===== src/rtl/bbcc_div_cell.sv =====
module bbcc_div_cell #(
    parameter int RW = 18,
    parameter int NW = 42,
    parameter int QW = 24,
    parameter int SW = 16
) (
    input  logic          aclk,
    input  logic          aresetn,
    input  logic          en,
    input  logic          in_valid,
    input  logic [RW-1:0] in_r,
    input  logic [NW-1:0] in_n,
    input  logic [RW-1:0] in_d,
    input  logic [QW-1:0] in_q,
    input  logic [SW-1:0] in_side,
    output logic          out_valid,
    output logic [RW-1:0] out_r,
    output logic [NW-1:0] out_n,
    output logic [RW-1:0] out_d,
    output logic [QW-1:0] out_q,
    output logic [SW-1:0] out_side
);

    logic          valid_reg;
    logic [RW-1:0] r_reg, r_next, d_reg;
    logic [NW-1:0] n_reg, n_next;
    logic [QW-1:0] q_reg, q_next;
    logic [SW-1:0] side_reg;
    logic [RW:0]   t, diff;
    logic          ge;

    always_comb begin
        t      = {in_r, in_n[NW-1]};
        diff   = t - {1'b0, in_d};
        ge     = t >= {1'b0, in_d};
        r_next = ge ? diff[RW-1:0] : t[RW-1:0];
        q_next = {in_q[QW-2:0], ge};
        n_next = in_n << 1;
    end

    always_ff @(posedge aclk) begin
        if (!aresetn) begin
            valid_reg <= 1'b0;
        end else if (en) begin
            valid_reg <= in_valid;
        end
    end

    always_ff @(posedge aclk) begin
        if (en) begin
            r_reg    <= r_next;
            n_reg    <= n_next;
            d_reg    <= in_d;
            q_reg    <= q_next;
            side_reg <= in_side;
        end
    end

    assign out_valid = valid_reg;
    assign out_r     = r_reg;
    assign out_n     = n_reg;
    assign out_d     = d_reg;
    assign out_q     = q_reg;
    assign out_side  = side_reg;

endmodule


===== src/rtl/bbcc_div_chain.sv =====
module bbcc_div_chain #(
    parameter int N  = 42,
    parameter int RW = 18,
    parameter int NW = 42,
    parameter int QW = 24,
    parameter int SW = 16
) (
    input  logic          aclk,
    input  logic          aresetn,
    input  logic          en,
    input  logic          in_valid,
    input  logic [RW-1:0] in_r,
    input  logic [NW-1:0] in_n,
    input  logic [RW-1:0] in_d,
    input  logic [SW-1:0] in_side,
    output logic          out_valid,
    output logic [RW-1:0] out_r,
    output logic [RW-1:0] out_d,
    output logic [QW-1:0] out_q,
    output logic [SW-1:0] out_side
);

    logic          v_w    [N+1];
    logic [RW-1:0] r_w    [N+1];
    logic [NW-1:0] n_w    [N+1];
    logic [RW-1:0] d_w    [N+1];
    logic [QW-1:0] q_w    [N+1];
    logic [SW-1:0] side_w [N+1];

    assign v_w[0]    = in_valid;
    assign r_w[0]    = in_r;
    assign n_w[0]    = in_n;
    assign d_w[0]    = in_d;
    assign q_w[0]    = '0;
    assign side_w[0] = in_side;

    for (genvar i = 0; i < N; i++) begin : g_cell
        bbcc_div_cell #(.RW(RW), .NW(NW), .QW(QW), .SW(SW)) u_cell (
            .aclk      (aclk),
            .aresetn   (aresetn),
            .en        (en),
            .in_valid  (v_w[i]),
            .in_r      (r_w[i]),
            .in_n      (n_w[i]),
            .in_d      (d_w[i]),
            .in_q      (q_w[i]),
            .in_side   (side_w[i]),
            .out_valid (v_w[i+1]),
            .out_r     (r_w[i+1]),
            .out_n     (n_w[i+1]),
            .out_d     (d_w[i+1]),
            .out_q     (q_w[i+1]),
            .out_side  (side_w[i+1])
        );
    end

    assign out_valid = v_w[N];
    assign out_r     = r_w[N];
    assign out_d     = d_w[N];
    assign out_q     = q_w[N];
    assign out_side  = side_w[N];

endmodule


===== config.mk =====
export PLATFORM = sky130hd
export DESIGN_NAME = bbcc_div_chain
export DESIGN_NICKNAME = d
export VERILOG_FILES = /design/src/rtl/bbcc_div_cell.sv /design/src/rtl/bbcc_div_chain.sv
export SDC_FILE = /design/constraint.sdc
export NUM_CORES = 2
export LEC_CHECK = 0
export ABC_CLOCK_PERIOD_IN_PS = 8400
export BUFFER_PORTS_ARGS = -buffer_cell sky130_fd_sc_hd__buf_2
export CORE_MARGIN = 10
export CORE_UTILIZATION = 50
export CTS_CLUSTER_DIAMETER = 50
export DETAILED_ROUTE_END_ITERATION = 8
export PLACE_DENSITY = 0.74
export SETUP_SLACK_MARGIN = 0.05
export SLEW_MARGIN = 0
export SYNTH_ARGS = -nofsm -noshare
export SYNTH_HDL_FRONTEND = slang
export SYNTH_SLANG_ARGS = --single-unit

===== constraint.sdc =====
create_clock -name aclk -period 8.4 [get_ports aclk]
set_clock_uncertainty 0.2 [all_clocks]
set_input_delay 2.1 -clock aclk [delete_from_list [all_inputs] [get_ports aclk]]
set_output_delay 2.1 -clock aclk [all_outputs]
set_load 0.1 [all_outputs]

---- Yosys cells after proc, flatten, opt, wreduce, memory -nomap -nowiden ----
Cells that the tools add are included.
word-level totals
  output and inout port bits .............. 77
  input bits .............................. 98
  bits in registers ....................... 3387
  word-level logic and storage cells ...... 359
operators by class
  $add $sub $neg .......................... 42
  order comparisons ....................... 42
  mux-type cells .......................... 42
operator list
  cell                            number
  >= comparator 19 x 18 -> 1 bit  42
  two-way mux 18 bit              42
  subtractor 18 bit               42

---- Depth between registers and ports, before layout ----
  word-level depth ........................ 2
  mapped depth ............................ 13
  gate-level depth less buffers ........... 12

---- Cells and area by module ----
From an unflattened synthesis, not the netlist that was laid out.
second synthesis, totals
  cells, all modules ...................... 12950
  area, all modules ....................... 208088.3 µm²
modules (own cells, without submodules)
  module                                 instances  sequential area each (µm²)  cells each  area each (µm²)
  bbcc_div_cell (g_cell[16].u_cell ...)  29         3533.4                      308         4982.3
  bbcc_div_cell (g_cell[0].u_cell ...)   13         3533.4                      309         4892.2
  bbcc_div_chain                         1          0.0                         1           3.8

---- Worst setup path after synthesis ----
Ideal clock, no wire load.
  path type ............................... input port to flip-flop
  start point ............................. in in_d[1]
  end point ............................... reg g_cell[0].u_cell.r_reg[10] (data pin)
  slack ................................... 3506 ps
  data required time ...................... 7940 ps
  setup time .............................. 260 ps
  buffers on the path ..................... 1
  arrival ................................. 4434 ps
  stages on the path ...................... 11
  cell sequence ........................... inv_1 > ha_1 > nor2b_1 > o31a_1 > o21ai_0 > a2111oi_0 > nor2_1 > o31ai_1 > a21oi_1 > buf_2 > mux2_2
on the way
  longest elaborated chain between the ends .. 2
  elaborated cells between the ends (all ways) .. 3
  those cells by class .................... add/sub (1); order compare (1); mux (1)
ends and longest elaborated chain
  element                                                                     line                                      text
  from (decl)                                                                 bbcc_div_chain.sv:14                      input logic [RW-1:0] in_d,
  subtractor 18 bit / >= comparator 19 x 18 -> 1 bit (equally long branches)  bbcc_div_cell.sv:34, bbcc_div_cell.sv:35
  two-way mux 18 bit (*)                                                      bbcc_div_cell.sv:36                       r_next = ge ? diff[RW-1:0] : t[RW-1:0];
  named net g_cell[0].u_cell.r_next[10]                                       bbcc_div_cell.sv:25                       logic [RW-1:0] r_reg, r_next, d_reg;
  to (signal assigned)                                                        bbcc_div_cell.sv:51                       r_reg <= r_next;
  to (decl)                                                                   bbcc_div_cell.sv:25
The timed path passes the listed nets; every way through them passes the cells marked *.
A chain may end at the register's enable or synchronous reset.

---- Worst setup path after layout ----
  start point ............................. in in_d[1]
  end point ............................... reg g_cell[0].u_cell.r_reg[11] (data pin)
Same word-level chain as after synthesis.

==> reports/metrics.cfg <==
[run_status]
status = finished, final reports clean

[synthesis]
synthArstFlopShare = 0
yosysSeqAreaShare = 0.6829
synth_area_leaders = edfxtp_1, ha_1, mux2_2, inv_1, a21oi_1
syn-num-nets = 11160
synth_cell_types = 85
ys.flop_type = edfxtp_1
syn_avg_cell_area_sq_um = 14.45
synth_top_area_frac = 0.6772
syn_area_sq_um = 148300
synthCells = 10260
synth_edf_count = 3345
synth_warnings = 0
yosys.area.top_type = edfxtp_1
synth_seq_cells = 3387

[finish]
finalNetCount = 11630
nFillCells = 22910
area_growth_pct = 12.96
layout.cells.non_filler = 14990
drive_gt1_frac = 0.1253

[critical_path]
rr_startpoint = g_cell[23].u_cell.out_d[1]
r2r_setup_slack_ns = 4.24
start_kind = input port
cp.required_ns = 8.85
path_buf_inv = 3
cp.arrival_ns = 5.19
crit_slowest_cell = a21oi_1
crit_path_end_kind = flip-flop
crit_chain = buf_2, inv_1, ha_1, nor2b_1, o31a_1, o21ai_0, a2111oi_0, nor2_1, o31ai_1, a21oi_1, buf_4, mux2_2
cp_max_fo = 12
r2r_cells = 10
crit_type = input port to flip-flop
max_stage_delay_ns = 0.53
critPathTopFamily = compound AO/OA/AOI/OAI gates
worstReg2RegEnd = g_cell[24].u_cell.out_r[14]

[clock_tree]
cts_tree = built
htreeDepth = 5
clkLatencyLatePin_ns = 0.94
cts_root_buf = clkbuf_16
cts_buffer_depth = 4
postCtsHoldBufs = 0
numCtsBuffers = 396
ctsResizeCount = 0
clk_pin_slew_worst_paths_ns = 0.06
postCtsSetupBuffers = 0
cts.sinks = 3387

[sta]
setup_viol_count_final = 0
fmax_mhz = 211.2
grt_setup_unrepaired = false
finalHoldViolCount = 0
timing.setup.tns_ns = 0
slew_viol_final = 0
maxSlewHeadroom = 0.1697
min_period_ns = 4.736
worst_pin_slew_ns = 1.214
timing.final.crit_share = 0.5638

[floorplanning]
chipHeight_microns = 564.7
initial_core_util = 0.5036
die_area_sq_um = 318800
die_w_microns = 564.7
row_count = 199
ios = 175
core_area_sq_um = 294600

[power_and_ir_drop]
power_density_nw_per_um2 = 371.6
ir_drop_v = 0.0002186
p_leak_nw = 63.87

[grt]
grt_pass1_wl_microns = 433800
grt_max_degree = 191
antenna_found_initial = 2
grt_usage = 0.1636
grt_pass1_vias = 82320
grt_overflow = 0

[min_path]
hp-start = g_cell[28].u_cell.out_side[0]
min_path_type = flip-flop to flip-flop
hold_path_depth = 0
min_to = g_cell[29].u_cell.out_side[0]

[drt]
drtIter0Drc = 6234
wl_per_cell_microns = 17.84
via_per_inst = 5.439
post-route-drc-count = 0
vias = 81540
postRouteAntennaNets = 0
wl_microns = 267500
drtPass1Iterations = 8

[run]
drv_cap = 0

[placed_design]
dpl.cell_count = 14250
place_hpwl_microns = 182900
gp_congestion = 0.9087
port_buffers = 174

## cell usage in the layout, fill, tap and decap left out, drive strengths merged, types with 32 or more instances in the layout
cell / synthesis / routed
a211oi: 56 / 56
bufinv: 0 / 40
mux2i: 79 / 79
nand2b: 71 / 71
a21oi: 721 / 721
nand3: 139 / 139
nand2: 394 / 394
and3: 49 / 49
o21ai: 495 / 495
edfxtp: 3345 / 3345
dfxtp: 42 / 42
mux2: 445 / 445
nor2: 554 / 554
nor3: 90 / 90
a31oi: 61 / 61
nor2b: 159 / 159
inv: 970 / 1027
xor2: 217 / 217
o211ai: 39 / 39
a211o: 32 / 32
clkbuf: 120 / 455
o21a: 146 / 146
clkinv: 0 / 159
xnor2: 338 / 338
buf: 40 / 231
o21bai: 60 / 60
a21o: 238 / 238
o31ai: 42 / 42
fa: 42 / 42
nand4: 115 / 115
o31a: 52 / 52
ha: 756 / 756
## cells by family (layout without fill, tap and decap cells)
group	count (synthesis)	in the layout	share of synthesized area
XOR/XNOR	555	555	0.03277
flip-flops	3387	3387	0.6829
other	0	3	0
AO/OA/AOI/OAI	2145	2145	0.09079
buffers and inverters	1130	1937	0.02928
AND/OR/NAND/NOR	1725	1725	0.05558
multiplexers	524	524	0.03929
adder cells (fa/ha/maj)	798	798	0.06944
## synthesized netlist by cell type (all sizes together), types with 11 or more instances
master	n
o211ai	39
inv	970
a21o	238
a31oi	61
a21boi	28
o21bai	60
or2	21
mux2i	79
ha	756
nand3b	16
mux2	445
o31a	52
o41ai	11
nand3	139
o2111ai	12
o21ai	495
nand2b	71
nand2	394
o311ai	14
clkbuf	120
dfxtp	42
nor4	27
nor2b	159
a21oi	721
fa	42
xnor2	338
or4	15
and3	49
a221oi	13
xor2	217
and2	24
or3	26
a31o	21
a211oi	56
a211o	32
o21a	146
buf	40
o31ai	42
nor2	554
edfxtp	3345
nor3	90
a2111oi	20
nand4	115
## layer usage
metal  part of all wire  track usage  routed length (microns)
met4              0.028      0.05013                     7555
met5           0.000049            0                       13
met2               0.49       0.2786                   131300
met1               0.44       0.2190                   117500
met3              0.042      0.02278                    11150
## worst max path at each step
stage	slack (ns)	depth (start not counted)	start	end
global route	3.51	12	in_d[1]	g_cell[0].u_cell.out_r[11]
detailed placement	2.86	12	in_d[1]	g_cell[0].u_cell.out_r[11]
floorplan	3.51	11	in_d[1]	g_cell[0].u_cell.out_r[10]
global placement	2.78	12	in_d[1]	g_cell[0].u_cell.out_r[3]
finish	3.66	12	in_d[1]	g_cell[0].u_cell.out_r[11]
CTS	3.78	12	in_d[1]	g_cell[0].u_cell.out_r[11]
## worst reg2reg max path: stages (launching register included)
cell	delay, ns
edfxtp_1	0.38
inv_1	0.12
ha_1	0.25
nor2b_1	0.14
o31ai_1	0.35
a21oi_1	0.23
o31ai_1	0.46
nand2_1	0.24
o211ai_1	0.23
nand3_1	0.71
mux2_2	0.57
## final cells by class
cell class	instances	area, sq um	area share
diodes	3	7.507	0.00004481
multi-input cells	5747	42790	0.2554
repair buffers	231	1551	0.009260
inverters	970	3641	0.02173
well taps	3919	4903	0.02927
clock buffers	455	10300	0.06148
flip-flops and latches	3387	101300	0.6045
clock inverters	281	3064	0.01829
## where the power goes
group	internal, mW	leakage [nW]	switching, mW
sequential	22.8	33.0	1.53
combinational	9.26	24.4	11.6
clock	10.2	6.49	6.95
total	42.2	63.9	20.0
## stage by stage
step / hold WS (ns) / worst slack, ns / util / cell area, sq um / total power, mW
5_1_grt: 0.1630 / 3.513 / 0.5688 / 167500 / 66.09
4_1_cts: 0.1654 / 3.779 / 0.5688 / 167500 / 62.70
3_5_place_dp: 0.2045 / 2.855 / 0.5234 / 154200 / 45.14
6_report: 0.1647 / 3.664 / 0.5688 / 167600 / 62.27
3_3_place_gp: 0.2001 / 2.782 / 0.5234 / 154200 / 44.44
2_1_floorplan: 0.2003 / 3.506 / - / 148300 / 40.10
## state kept, by name (all words and copies together), names as in the netlist
signal                   flops
g_cell.u_cell.out_n        861
g_cell.u_cell.out_valid     42
g_cell.u_cell.out_r        756
g_cell.u_cell.out_d        756
g_cell.u_cell.out_side     672
g_cell.u_cell.out_q        300
Power figures use the tool's default switching activity.
