## src/rtl/bbcc_pkg.sv

```systemverilog
package bbcc_pkg;

    localparam int CORDIC_STEPS = 24;
    localparam int CW           = 34;
    localparam int NUM_W        = 44;
    localparam int AL_NW        = 40;
    localparam int AL_RW        = 17;
    localparam int CD_RW        = 40;

    localparam logic signed [CW-1:0] CORDIC_GAIN = 34'sd652032874;

    localparam logic [31:0] ATAN_TURNS [CORDIC_STEPS] = '{
        32'd536870912, 32'd316933406, 32'd167458907, 32'd85004756,
        32'd42667331,  32'd21354465,  32'd10679838,  32'd5340245,
        32'd2670163,   32'd1335087,   32'd667544,    32'd333772,
        32'd166886,    32'd83443,     32'd41722,     32'd20861,
        32'd10430,     32'd5215,      32'd2608,      32'd1304,
        32'd652,       32'd326,       32'd163,       32'd81
    };

    typedef struct packed {
        logic neg;
        logic nneg;
        logic dz;
        logic nz;
        logic big;
    } coef_flags_t;

endpackage

```

## src/rtl/bbcc_cordic_cell.sv

```systemverilog
module bbcc_cordic_cell #(
    parameter int STEP = 0,
    parameter int SW   = 17
) (
    input  logic                           aclk,
    input  logic                           aresetn,
    input  logic                           en,
    input  logic                           in_valid,
    input  logic signed [bbcc_pkg::CW-1:0] in_x,
    input  logic signed [bbcc_pkg::CW-1:0] in_y,
    input  logic signed [bbcc_pkg::CW-1:0] in_z,
    input  logic [SW-1:0]                  in_side,
    output logic                           out_valid,
    output logic signed [bbcc_pkg::CW-1:0] out_x,
    output logic signed [bbcc_pkg::CW-1:0] out_y,
    output logic signed [bbcc_pkg::CW-1:0] out_z,
    output logic [SW-1:0]                  out_side
);

    localparam logic signed [bbcc_pkg::CW-1:0] ATAN_STEP =
        $signed({{(bbcc_pkg::CW-32){1'b0}}, bbcc_pkg::ATAN_TURNS[STEP]});

    logic                           valid_reg;
    logic signed [bbcc_pkg::CW-1:0] x_reg, y_reg, z_reg, x_next, y_next, z_next, dx, dy;
    logic [SW-1:0]                  side_reg;

    always_comb begin
        dx = in_y >>> STEP;
        dy = in_x >>> STEP;
        if (!in_z[bbcc_pkg::CW-1]) begin
            x_next = in_x - dx;
            y_next = in_y + dy;
            z_next = in_z - ATAN_STEP;
        end else begin
            x_next = in_x + dx;
            y_next = in_y - dy;
            z_next = in_z + ATAN_STEP;
        end
    end

    always_ff @(posedge aclk) begin
        if (!aresetn) begin
            valid_reg <= 1'b0;
        end else if (en) begin
            valid_reg <= in_valid;
        end
    end

    always_ff @(posedge aclk) begin
        if (en) begin
            x_reg    <= x_next;
            y_reg    <= y_next;
            z_reg    <= z_next;
            side_reg <= in_side;
        end
    end

    assign out_valid = valid_reg;
    assign out_x     = x_reg;
    assign out_y     = y_reg;
    assign out_z     = z_reg;
    assign out_side  = side_reg;

endmodule

```

## config.mk

```make
export PLATFORM = sky130hd
export DESIGN_NAME = bbcc_cordic_cell
export DESIGN_NICKNAME = d
export VERILOG_FILES = /design/src/rtl/bbcc_pkg.sv /design/src/rtl/bbcc_cordic_cell.sv
export SDC_FILE = /design/constraint.sdc
export NUM_CORES = 1
export LEC_CHECK = 0
export ABC_AREA = 0
export BUFFER_PORTS_ARGS = -buffer_cell sky130_fd_sc_hd__buf_2
export CORE_MARGIN = 2
export CORE_UTILIZATION = 40
export CTS_BUF_LIST = sky130_fd_sc_hd__clkbuf_8
export CTS_CLUSTER_SIZE = 30
export DETAILED_ROUTE_END_ITERATION = 12
export SKIP_CTS_REPAIR_TIMING = 1
export SLEW_MARGIN = 20
export SYNTH_ARGS = -nofsm -noshare
export SYNTH_HDL_FRONTEND = slang
export SYNTH_SLANG_ARGS = --single-unit
```

## constraint.sdc

```tcl
create_clock -name aclk -period 4.4 [get_ports aclk]
set_clock_uncertainty 0.15 [all_clocks]
set_input_delay 0.66 -clock aclk [delete_from_list [all_inputs] [get_ports aclk]]
set_output_delay 0.66 -clock aclk [all_outputs]
set_load 0.02 [all_outputs]
```

Word level (Yosys, flattened, before mapping)
Cells that the tools add are included.
{"block": "totals", "reg_bits": 120, "latch_bits": 0, "ram_bits": 0, "rom_bits": 0, "in_bits": 123, "output_inout_bits": 120, "word_cells": 13, "n_memories": 0}
{"block": "op_classes", "n_addsub": 5, "n_mul": 0, "div_mod_pow": 0, "n_lt_le_gt_ge": 0, "n_eq_ne": 0, "shifts": 0, "mux": 3, "n_bitwise": 0, "reduce_logical": 0}
{"op": "$mux 34", "count": 3}
{"op": "$sub 34x34->34", "count": 2}
{"op": "$add 34x31->34 const B", "count": 1}
{"op": "$add 34x34->34", "count": 1}
{"op": "$sub 34x31->34 const B", "count": 1}

Logic depth before layout (Yosys ltp)
Gate-level depths: netlist (run 1).
{"block": "depth", "ltp_word": 2, "mapped_depth": 14, "mapped_depth_nobuf": 12}

Worst setup path before layout (run 1)
No wires, ideal clock.
{"block": "synth_path", "path_kind": "input to register", "from": "in in_x[8] (netlist bit)", "to": "reg x_reg, in the netlist out_x[30] (data pin)", "setup_time_ns": 0.258, "arrival_ns": 3.106, "t_required_ns": 3.992, "setup_slack_ns": 0.887, "stages": 12, "path_buffers": 1, "cell_sequence": "inv_1 > ha_1 > buf_6 > or3_1 > or3_4 > o211ai_2 > nand3_2 > a311oi_4 > a41oi_2 > o41ai_2 > a31oi_1 > xnor2_1"}
{"block": "synth_via", "elab_chain_len": 2, "word_cells_on_any_way": 3, "classes_between": "add/sub: 2; mux: 1"}
{"element": "start: declaration", "line_no": "bbcc_cordic_cell.sv:9", "rtl": "input logic signed [bbcc_pkg::CW-1:0] in_x,"}
{"element": "$sub 34x34->34 / $add 34x34->34 (equally long branches)", "line_no": "bbcc_cordic_cell.sv:31, bbcc_cordic_cell.sv:35"}
{"element": "$mux 34 (*)", "line_no": "bbcc_cordic_cell.sv:30", "rtl": "if (!in_z[bbcc_pkg::CW-1]) begin"}
{"element": "net x_next (one bit)", "line_no": "bbcc_cordic_cell.sv:24", "rtl": "logic signed [bbcc_pkg::CW-1:0] x_reg, y_reg, z_reg, x_next, y_next, z_next, dx, dy;"}
{"element": "end signal: assignment", "line_no": "bbcc_cordic_cell.sv:51", "rtl": "x_reg <= x_next;"}
{"element": "end: declaration", "line_no": "bbcc_cordic_cell.sv:24"}
The timed path passes the listed nets; every way through them passes the cells marked *.
A chain may end at the register's enable or synchronous reset.

Final worst setup path (run 1)
{"block": "layout_path", "from": "in in_x[6] (netlist bit)", "to": "reg x_reg, in the netlist out_x[33] (data pin)"}
Same word-level chain as after synthesis.

==> results.sh, run 1 <==
export IMPL_status="finished, final reports clean"
export IMPL_slew_viol_final=0
export IMPL_fmax_ghz=0.2701
export IMPL_r2r_end="out_valid"
export IMPL_numCtsBuffers=17
export IMPL_path_class="primary input to flop"
export IMPL_ant_nets=0
export IMPL_clk_latency_ns=0.44
export IMPL_arrival_ns=3.74
export IMPL_p_leak_nw=5.079
export IMPL_die_area_sq_um=24440
export IMPL_vias_per_cell=5.475
export IMPL_ys_seq_elements=119
export IMPL_grt_ovfl_total=0
export IMPL_clock_path_buffers=2
export IMPL_cp_max_fo=5
export IMPL_yosysSeqAreaShare=0.3838
export IMPL_antenna_found_initial=1
export IMPL_routed_via_count=8289
export IMPL_ff2ff_setup_slack_ns=3.66
export IMPL_hpwl_um=22850
export IMPL_drive_above_1_share=0.2620
export IMPL_worst_hold_path_endpoint="out_z[3]"
export IMPL_end_kind="flop"
export IMPL_hp_start="in_z[3]"
export IMPL_yosysUniqueCellTypes=72
export IMPL_worst_slew_pin_slew_ns=0.9767
export IMPL_synthCells=974
export IMPL_yosysWarnings=0
export IMPL_dp_slack_ns=0.3104
export IMPL_die_h_um=156.3
export IMPL_cts_htree_levels=4
export IMPL_reg2regPathDepth=2
export IMPL_first_pass_iters=5
export IMPL_syn_to_final_growth_pct=21.25
export IMPL_synthFlopType="edfxtp_1"
export IMPL_start_kind="primary input"
export IMPL_cts_tree="done"
export IMPL_syn_nets=1204
export IMPL_synthArstFlopShare=0
export IMPL_holdPathStages=1
export IMPL_n_antenna_cell=0
export IMPL_drt_iter0_markers=689
export IMPL_fin_crit_sh=0.8415
export IMPL_wire_per_inst_um=19.33
export IMPL_root_buffer="clkbuf_8"
export IMPL_grt_max_degree=74
export IMPL_final_min_clock_period_ns=3.702
export IMPL_reg2reg_from="out_valid"
export IMPL_initial_utilization=0.4088
export IMPL_clk_pin_slew_ns=0.09
export IMPL_drv_cap=0
export IMPL_mostFrequentLayoutCells="buf_2, a21oi_1, edfxtp_1"
export IMPL_finalNonFillerCells=1514
export IMPL_gp_congestion=0.9336
export IMPL_pin_count=243
export IMPL_syn_area_sq_um=9284
export IMPL_io_buffer_count=242
export IMPL_numClockSinks=119
export IMPL_power_density_nw_per_um2=345.6
export IMPL_worst_slack_ns=0.6976
export IMPL_fin_setup_tns_ns=0
export IMPL_first_global_vias=7928
export IMPL_core_area_sq_um=22710
export IMPL_finalWirelength_um=29260
export IMPL_hold_viol_final=0
export IMPL_nets=1446
export IMPL_finish_utilization=0.4957
export IMPL_mostFrequentLayoutCell="buf_2"
export IMPL_syn_avg_cell_area_sq_um=9.532
export IMPL_hold_class="primary input to flop"
export IMPL_peakVddDrop_uv=168.7
export IMPL_setup_viol_count_final=0
export IMPL_grt_pass1_wl_um=44100
export IMPL_rsz0062_at_grt="no"
export IMPL_route_detailed_drc=0
export IMPL_dieWidth_um=156.3
export IMPL_power_w=0.003891
export IMPL_fp_row_count=55
export IMPL_slew_headroom=0.3489
export IMPL_dp_cells=1482
export IMPL_critPathRequiredTime_ns=4.44
export IMPL_grtUsageTotal=0.2334
export IMPL_synth_edf_count=118
[metrics by stage]
stage,cell area [sq um],hold WS [ns]
floorplan,9284,0.4393
global placement,10860,0.3438
detailed placement,10860,0.3634
CTS,11260,0.2082
global route,11260,0.2097
finish,11260,0.2375
[cells in the mapped netlist (5+ instances only)]
cell type	n	area share
buf_2	10	0.0054
nand4_1	7	0.0047
o21ai_1	9	0.0049
o21ai_0	44	0.024
nand2_1	44	0.018
a311oi_1	6	0.0057
nor2_1	68	0.027
nand2b_1	13	0.0088
ha_1	103	0.14
a21o_1	19	0.015
a21oi_1	125	0.067
nor2b_1	11	0.0074
a211oi_1	14	0.011
xnor2_1	59	0.056
xor2_1	8	0.0075
mux2i_1	17	0.018
a2111oi_0	5	0.0047
edfxtp_1	118	0.38
nand3_1	14	0.0075
o211ai_1	7	0.0057
clkbuf_1	32	0.013
nor4_1	5	0.0034
inv_2	5	0.0020
o21a_1	7	0.0057
o31ai_1	9	0.0073
o21bai_1	24	0.019
nor3_1	11	0.0059
a31oi_1	11	0.0074
inv_1	97	0.039
[critical path: stages]
cell and delay, ns:
buf_2 0.10, inv_1 0.04, ha_1 0.35, or3_1 0.42, or3_4 0.36, a21oi_2 0.21
o21ai_1 0.19, a211oi_2 0.35, o21ai_2 0.20, o41ai_4 0.47, a41oi_1 0.20, xnor2_1 0.18
[worst max-delay path by stage]
stage,startpoint,end,slack [ns],depth (start not counted)
global route,in_x[6],out_x[33],0.59,12
floorplan,in_x[8],out_x[30],0.89,12
CTS,in_x[6],out_x[33],0.79,12
detailed placement,in_x[6],out_x[33],0.31,12
finish,in_x[6],out_x[33],0.70,12
global placement,in_x[6],out_x[33],0.37,12
[sequential cells by signal (all words and copies together), names as in the netlist]
name,count
out_z,34
out_valid,1
out_side,17
out_y,33
out_x,34
[cell type report]
class	instances	area (sq um)
tap	285	356.6
sequential	119	3563
timing repair buffer	268	1409
multi-input combinational	706	5137
inverter	104	390.4
clock buffer	17	234.0
clock inverter	15	166.4
fill	2189	11450
[logic make-up after synthesis]
kind of cell | count (synthesis) | share of synthesized area
mux | 17 | 0.01833
flops | 119 | 0.3838
xor+xnor | 67 | 0.06321
buf+inv | 149 | 0.06280
compound gates | 323 | 0.2266
fa+ha+maj | 107 | 0.1474
simple gates | 192 | 0.09784
[power breakdown]
group / total [W] / switching (W) / internal [W]
clock network: 0.00106 / 0.000547 / 0.000518
registers: 0.00148 / 0.0000381 / 0.00144
logic: 0.00135 / 0.000866 / 0.000480
[metal layers]
metal / up-vias / global-route usage / routed length, um
met3: 39 / 0.05040 / 2264
li1: 3977 / - / -
met4: 2 / 0.06903 / 519
met2: 391 / 0.3937 / 13810
met1: 3880 / 0.3009 / 12650
met5: - / 0 / 17
Note: power is estimated with default switching activity, not from simulation.
==> run 2: changes to the inputs <==
--- a/config.mk
+++ b/config.mk
@@ -5,7 +5,7 @@
 export SDC_FILE = /design/constraint.sdc
 export NUM_CORES = 1
 export LEC_CHECK = 0
-export ABC_AREA = 0
+export ABC_AREA = 1
 export BUFFER_PORTS_ARGS = -buffer_cell sky130_fd_sc_hd__buf_2
 export CORE_MARGIN = 2
 export CORE_UTILIZATION = 40
==> constraint.sdc (replaced) <==
create_clock -name aclk -period 3.14 [get_ports aclk]
set_clock_uncertainty 0.15 [all_clocks]
set_input_delay 0.471 -clock aclk [delete_from_list [all_inputs] [get_ports aclk]]
set_output_delay 0.471 -clock aclk [all_outputs]
set_load 0.02 [all_outputs]
==> results.sh, run 2 <==
export IMPL_status="finished, final reports clean"
export IMPL_fp_row_count=60
export IMPL_die_area_sq_um=29000
export IMPL_multiInputGateArea_sq_um=6374
export IMPL_nets=2015
export IMPL_yosysWarnings=0
export IMPL_syn_to_final_growth_pct=17.86
export IMPL_design_area_sq_um=13040
export IMPL_reg2reg_from="out_valid"
export IMPL_antenna_found_initial=0
export IMPL_grt_max_degree=63
export IMPL_fin_setup_tns_ns=0
export IMPL_drt_iter0_markers=948
export IMPL_dieWidth_um=170.3
export IMPL_slowest_delay_ns=0.54
export IMPL_power_density_nw_per_um2=439.5
export IMPL_path_class="primary input to flop"
export IMPL_yosysSeqAreaShare=0.3222
export IMPL_yosys_top_cells_count="nand2_1, inv_1, nand3_1, nor2_1, a21oi_1"
export IMPL_yosysMostFrequentCell="nand2_1"
export IMPL_syn_nets=1771
export IMPL_first_pass_iters=7
export IMPL_reg2regPathDepth=2
export IMPL_place_area_sq_um=12630
export IMPL_first_global_vias=10740
export IMPL_drive_above_1_share=0.2069
export IMPL_r2r_end="out_valid"
export IMPL_ys_seq_elements=119
export IMPL_synthCells=1541
export IMPL_grt_pass1_wl_um=59060
export IMPL_io_buffer_count=242
export IMPL_path_buf_inv=2
export IMPL_syn_area_sq_um=11060
export IMPL_numCtsBuffers=17
export IMPL_path_cells="buf_2, ha_1, fa_1, inv_1, nor2_1, nor2_1, o21ai_2, nand2_1, nand2_1, nand2_1, nand3_1, nand3_1, nand2_1"
export IMPL_holdPathStages=1
export IMPL_finalWirelength_um=39340
export IMPL_pin_count=243
export IMPL_p_leak_nw=6.505
export IMPL_slew_headroom=0.4939
export IMPL_fill_cells=2807
export IMPL_mostFrequentLayoutCell="nand2_1"
export IMPL_cts_htree_levels=4
export IMPL_cts_tree="done"
export IMPL_clk_latency_ns=0.45
export IMPL_hold_worst_slack_ns=0.03369
export IMPL_route_detailed_drc=0
export IMPL_slew_viol_final=0
export IMPL_critPathSlowestCell="fa_1"
export IMPL_hold_viol_final=0
export IMPL_start_kind="primary input"
export IMPL_hp_start="in_z[6]"
export IMPL_ff2ff_setup_slack_ns=2.33
export IMPL_root_buffer="clkbuf_8"
export IMPL_synthArstFlopShare=0
export IMPL_critPathRequiredTime_ns=3.21
export IMPL_final_min_clock_period_ns=2.688
export IMPL_synth_edf_count=118
export IMPL_mostFrequentLayoutCells="nand2_1, buf_2, inv_1"
export IMPL_routed_via_count=11290
export IMPL_ant_nets=0
export IMPL_worst_hold_path_endpoint="out_z[6]"
export IMPL_setup_viol_count_final=0
export IMPL_worst_slew_pin_slew_ns=0.7592
export IMPL_synth_area_top_cells="edfxtp_1, nand2_1, ha_1"
export IMPL_synth_top_area_frac=0.3204
export IMPL_numClockSinks=119
export IMPL_grt_ovfl_total=0
export IMPL_syn_avg_cell_area_sq_um=7.177
export IMPL_yosysTopAreaCell="edfxtp_1"
export IMPL_gp_congestion=0.9886
export IMPL_fmax_ghz=0.3720
export IMPL_peakVddDrop_uv=252.6
export IMPL_rsz0062_at_grt="no"
export IMPL_vias_per_cell=5.277
export IMPL_clock_path_buffers=2
export IMPL_clk_pin_slew_ns=0.09
export IMPL_layout_area_seq_sq_um=3563
export IMPL_cp_max_fo=5
export IMPL_critical_path_top_delay_family="simple AND/OR/NAND/NOR gates"
export IMPL_hpwl_um=32310
export IMPL_initial_utilization=0.4092
export IMPL_synthFlopType="edfxtp_1"
export IMPL_die_h_um=170.3
export IMPL_fin_crit_sh=0.8562
export IMPL_grtUsageTotal=0.2691
export IMPL_yosysUniqueCellTypes=46
export IMPL_hold_class="primary input to flop"
export IMPL_wire_per_inst_um=18.39
export IMPL_n_antenna_cell=0
export IMPL_core_area_sq_um=27030
export IMPL_arrival_ns=2.75
export IMPL_crit_top_cell="nand2_1"
export IMPL_end_kind="flop"
export IMPL_drv_cap=0
-- run 2: changes by cell type after synthesis, sizes merged, moves of 17 or more --
cell    previous run  this run
nand3             15       143
buf               13        38
nor2              68       144
xor2               8        25
o21ai             54       102
inv              102       217
xnor2             59         0
nand2             44       414
clkbuf            32         7
-- run 2: metal layers --
| metal | part of all wire | track usage | vias to the layer above |
|---|---|---|---|
| li1 | - | - | 5546 |
| met1 | 0.46 | 0.3766 | 5192 |
| met2 | 0.44 | 0.4314 | 494 |
| met3 | 0.076 | 0.04256 | 55 |
| met4 | 0.022 | 0.07284 | 0 |
| met5 | 0 | 0 | - |
-- run 2: power breakdown --
part	leakage [nW]	switching, W	internal, W
clock	0.199	0.000822	0.000726
combinational	5.14	0.00148	0.000672
sequential	1.16	0.0000463	0.00198
total	6.50	0.00235	0.00338
-- run 2: cell type report --
cell class,instances,share of cell area
inverter,218,0.06297
timing repair buffer,270,0.1112
sequential,119,0.2734
clock buffer,17,0.01795
multi-input combinational,1159,0.4890
tap,341,0.03273
clock inverter,15,0.01286
-- run 2: worst reg2reg max path, delay by kind of cell (launching register included) --
| kind | cells | cell delay [ns] |
|---|---|---|
| DFF | 1 | 0.33 |
| AOI/OAI and AO/OA | 2 | 0.22 |
-- run 2: worst max-delay path by stage --
stage          startpoint   endpoint  slack (ns)  cells past startpoint
2_1_floorplan     in_x[0]  out_y[32]        0.80                     12
3_3_place_gp      in_x[0]  out_x[24]        0.01                     13
3_5_place_dp      in_x[0]  out_x[24]        0.03                     13
4_1_cts           in_x[0]  out_x[24]        0.52                     13
5_1_grt           in_x[7]  out_y[24]        0.38                     14
6_report          in_x[0]  out_x[24]        0.45                     13
-- run 2: cell families after synthesis --
kind of cell | Yosys count | share of synthesized area
xor+xnor | 25 | 0.01980
compound gates | 278 | 0.1386
mux | 1 | 0.0009051
flops | 119 | 0.3222
fa+ha+maj | 107 | 0.1238
simple gates | 748 | 0.2932
buf+inv | 263 | 0.1015
-- run 2: metrics by stage --
stage               instances  total power (W)  utilization  setup WS (ns)
global placement         2107         0.004181       0.4675        0.01119
floorplan                1541         0.003430            -         0.8024
finish                   2139         0.005729       0.4823         0.4516
CTS                      2139         0.005750       0.4823         0.5242
detailed placement       2107         0.004180       0.4675        0.03327
global route             2139         0.006047       0.4823         0.3770
==> run 3: changes to the inputs <==
--- a/config.mk
+++ b/config.mk
@@ -7,7 +7,6 @@
 export LEC_CHECK = 0
 export ABC_AREA = 1
 export BUFFER_PORTS_ARGS = -buffer_cell sky130_fd_sc_hd__buf_2
-export CORE_MARGIN = 2
 export CORE_UTILIZATION = 40
 export CTS_BUF_LIST = sky130_fd_sc_hd__clkbuf_8
 export CTS_CLUSTER_SIZE = 30
==> constraint.sdc (replaced) <==
create_clock -name aclk -period 3 [get_ports aclk]
set_clock_uncertainty 0.15 [all_clocks]
set_input_delay 0.45 -clock aclk [delete_from_list [all_inputs] [get_ports aclk]]
set_output_delay 0.45 -clock aclk [all_outputs]
set_load 0.02 [all_outputs]
==> results.sh, run 3 (synthesis results as in run 2) <==
export IMPL_status="finished, final reports clean"
export IMPL_syn_to_final_growth_pct=22.15
export IMPL_ant_nets=0
export IMPL_worst_hold_path_endpoint="out_z[17]"
export IMPL_slew_viol_final=0
export IMPL_arrival_ns=2.62
export IMPL_fill_cells=2779
export IMPL_io_buffer_count=242
export IMPL_grt_met1_usage=0.3809
export IMPL_die_area_sq_um=28320
export IMPL_grtUsageTotal=0.2734
export IMPL_clk_pin_slew_ns=0.09
export IMPL_hp_start="in_z[17]"
export IMPL_mostFrequentLayoutCells="nand2_1, buf_2, inv_1"
export IMPL_slew_headroom=0.4988
export IMPL_hold_class="primary input to flop"
export IMPL_first_global_vias=10920
export IMPL_grt_pass1_wl_um=59350
export IMPL_setup_viol_count_final=0
export IMPL_gr_usage_met3=0.03738
export IMPL_fp_row_count=60
export IMPL_pin_count=243
export IMPL_grtUsageMet2=0.4404
export IMPL_reg2regPathDepth=2
export IMPL_reg2reg_from="out_valid"
export IMPL_numCtsBuffers=17
export IMPL_core_area_sq_um=27030
export IMPL_p_leak_nw=6.749
export IMPL_ff2ff_setup_slack_ns=2.22
export IMPL_finish_utilization=0.4999
export IMPL_antenna_found_initial=0
export IMPL_vias_per_cell=5.273
export IMPL_cts_tree="done"
export IMPL_hpwl_um=32080
export IMPL_clk_latency_ns=0.44
export IMPL_n_antenna_cell=0
export IMPL_peakVddDrop_uv=222.3
export IMPL_fin_setup_tns_ns=0
export IMPL_worst_slew_pin_slew_ns=0.7518
export IMPL_clock_path_buffers=2
export IMPL_r2r_end="out_valid"
export IMPL_end_kind="flop"
export IMPL_gp_congestion=0.9748
export IMPL_rsz0062_at_grt="no"
export IMPL_mostFrequentLayoutCell="nand2_1"
export IMPL_die_h_um=168.3
export IMPL_nets=2073
export IMPL_path_class="primary input to flop"
export IMPL_critPathRequiredTime_ns=3.05
export IMPL_grt_ovfl_total=0
export IMPL_first_pass_iters=7
export IMPL_start_kind="primary input"
export IMPL_grt_busiest_layer="met2"
export IMPL_root_buffer="clkbuf_8"
export IMPL_initial_utilization=0.4092
export IMPL_numClockSinks=119
export IMPL_drt_iter0_markers=925
export IMPL_fmax_ghz=0.3892
export IMPL_finalWirelength_um=39230
export IMPL_wire_per_inst_um=17.86
export IMPL_holdPathStages=1
export IMPL_grt_max_degree=63
export IMPL_final_min_clock_period_ns=2.569
export IMPL_drv_cap=0
export IMPL_cp_max_fo=12
export IMPL_fin_crit_sh=0.8564
export IMPL_dieWidth_um=168.3
export IMPL_hold_viol_final=0
export IMPL_route_detailed_drc=0
export IMPL_power_density_nw_per_um2=441.2
export IMPL_cts_htree_levels=4
export IMPL_routed_via_count=11590
export IMPL_drive_above_1_share=0.2182
## run 3: through the flow
| stage | setup slack [ns] | power (W) | hold WS [ns] | area [sq um] | instances |
|---|---|---|---|---|---|
| 3_5_place_dp | 0.02427 | 0.004422 | 0.3890 | 12880 | 2140 |
| 3_3_place_gp | 0.06834 | 0.004417 | 0.3677 | 12880 | 2140 |
| 6_report | 0.4307 | 0.005961 | 0.02259 | 13510 | 2197 |
| 5_1_grt | 0.2213 | 0.006292 | -0.001262 | 13510 | 2197 |
| 2_1_floorplan | 0.6834 | 0.003590 | 0.3935 | 11060 | 1541 |
| 4_1_cts | 0.5051 | 0.005947 | -0.01058 | 13260 | 2172 |
## run 3: layout make-up
class	count	area (sq um)	share of cell area
multi-input combinational	1159	6374	0.4718
sequential	119	3563	0.2638
timing repair buffer	328	1947	0.1441
inverter	218	820.8	0.06076
tap	341	426.7	0.03158
clock buffer	17	234.0	0.01732
clock inverter	15	143.9	0.01065
## run 3: metal layers
| layer | part of all wire | vias to the layer above |
|---|---|---|
| met4 | 0.019 | 0 |
| li1 | - | 5668 |
| met2 | 0.45 | 528 |
| met1 | 0.46 | 5349 |
| met5 | 0 | - |
| met3 | 0.076 | 40 |
## run 3: worst max-delay path: stages
cell,delay [ns]
buf_2,0.11
inv_1,0.04
ha_1,0.55
nand2_1,0.27
nor2_1,0.24
nand2_1,0.07
o211ai_1,0.15
nand2_1,0.12
nand2_1,0.18
nand2_1,0.14
nand2_1,0.10
nand2_1,0.05
nand3_1,0.07
nand2_1,0.07
## run 3: how the worst max path moves through the flow
stage	start	endpoint	slack [ns]
2_1_floorplan	in_x[0]	out_y[32]	0.68
3_3_place_gp	in_x[3]	out_x[24]	0.07
3_5_place_dp	in_x[4]	out_y[30]	0.02
4_1_cts	in_x[4]	out_y[30]	0.51
5_1_grt	in_x[4]	out_y[30]	0.22
6_report	in_x[4]	out_y[30]	0.43
## run 3: where the power goes
part           switching (W)  internal, W  total, W
clock               0.000828     0.000675   0.00150
sequential         0.0000545      0.00207   0.00213
combinational        0.00156     0.000771   0.00233
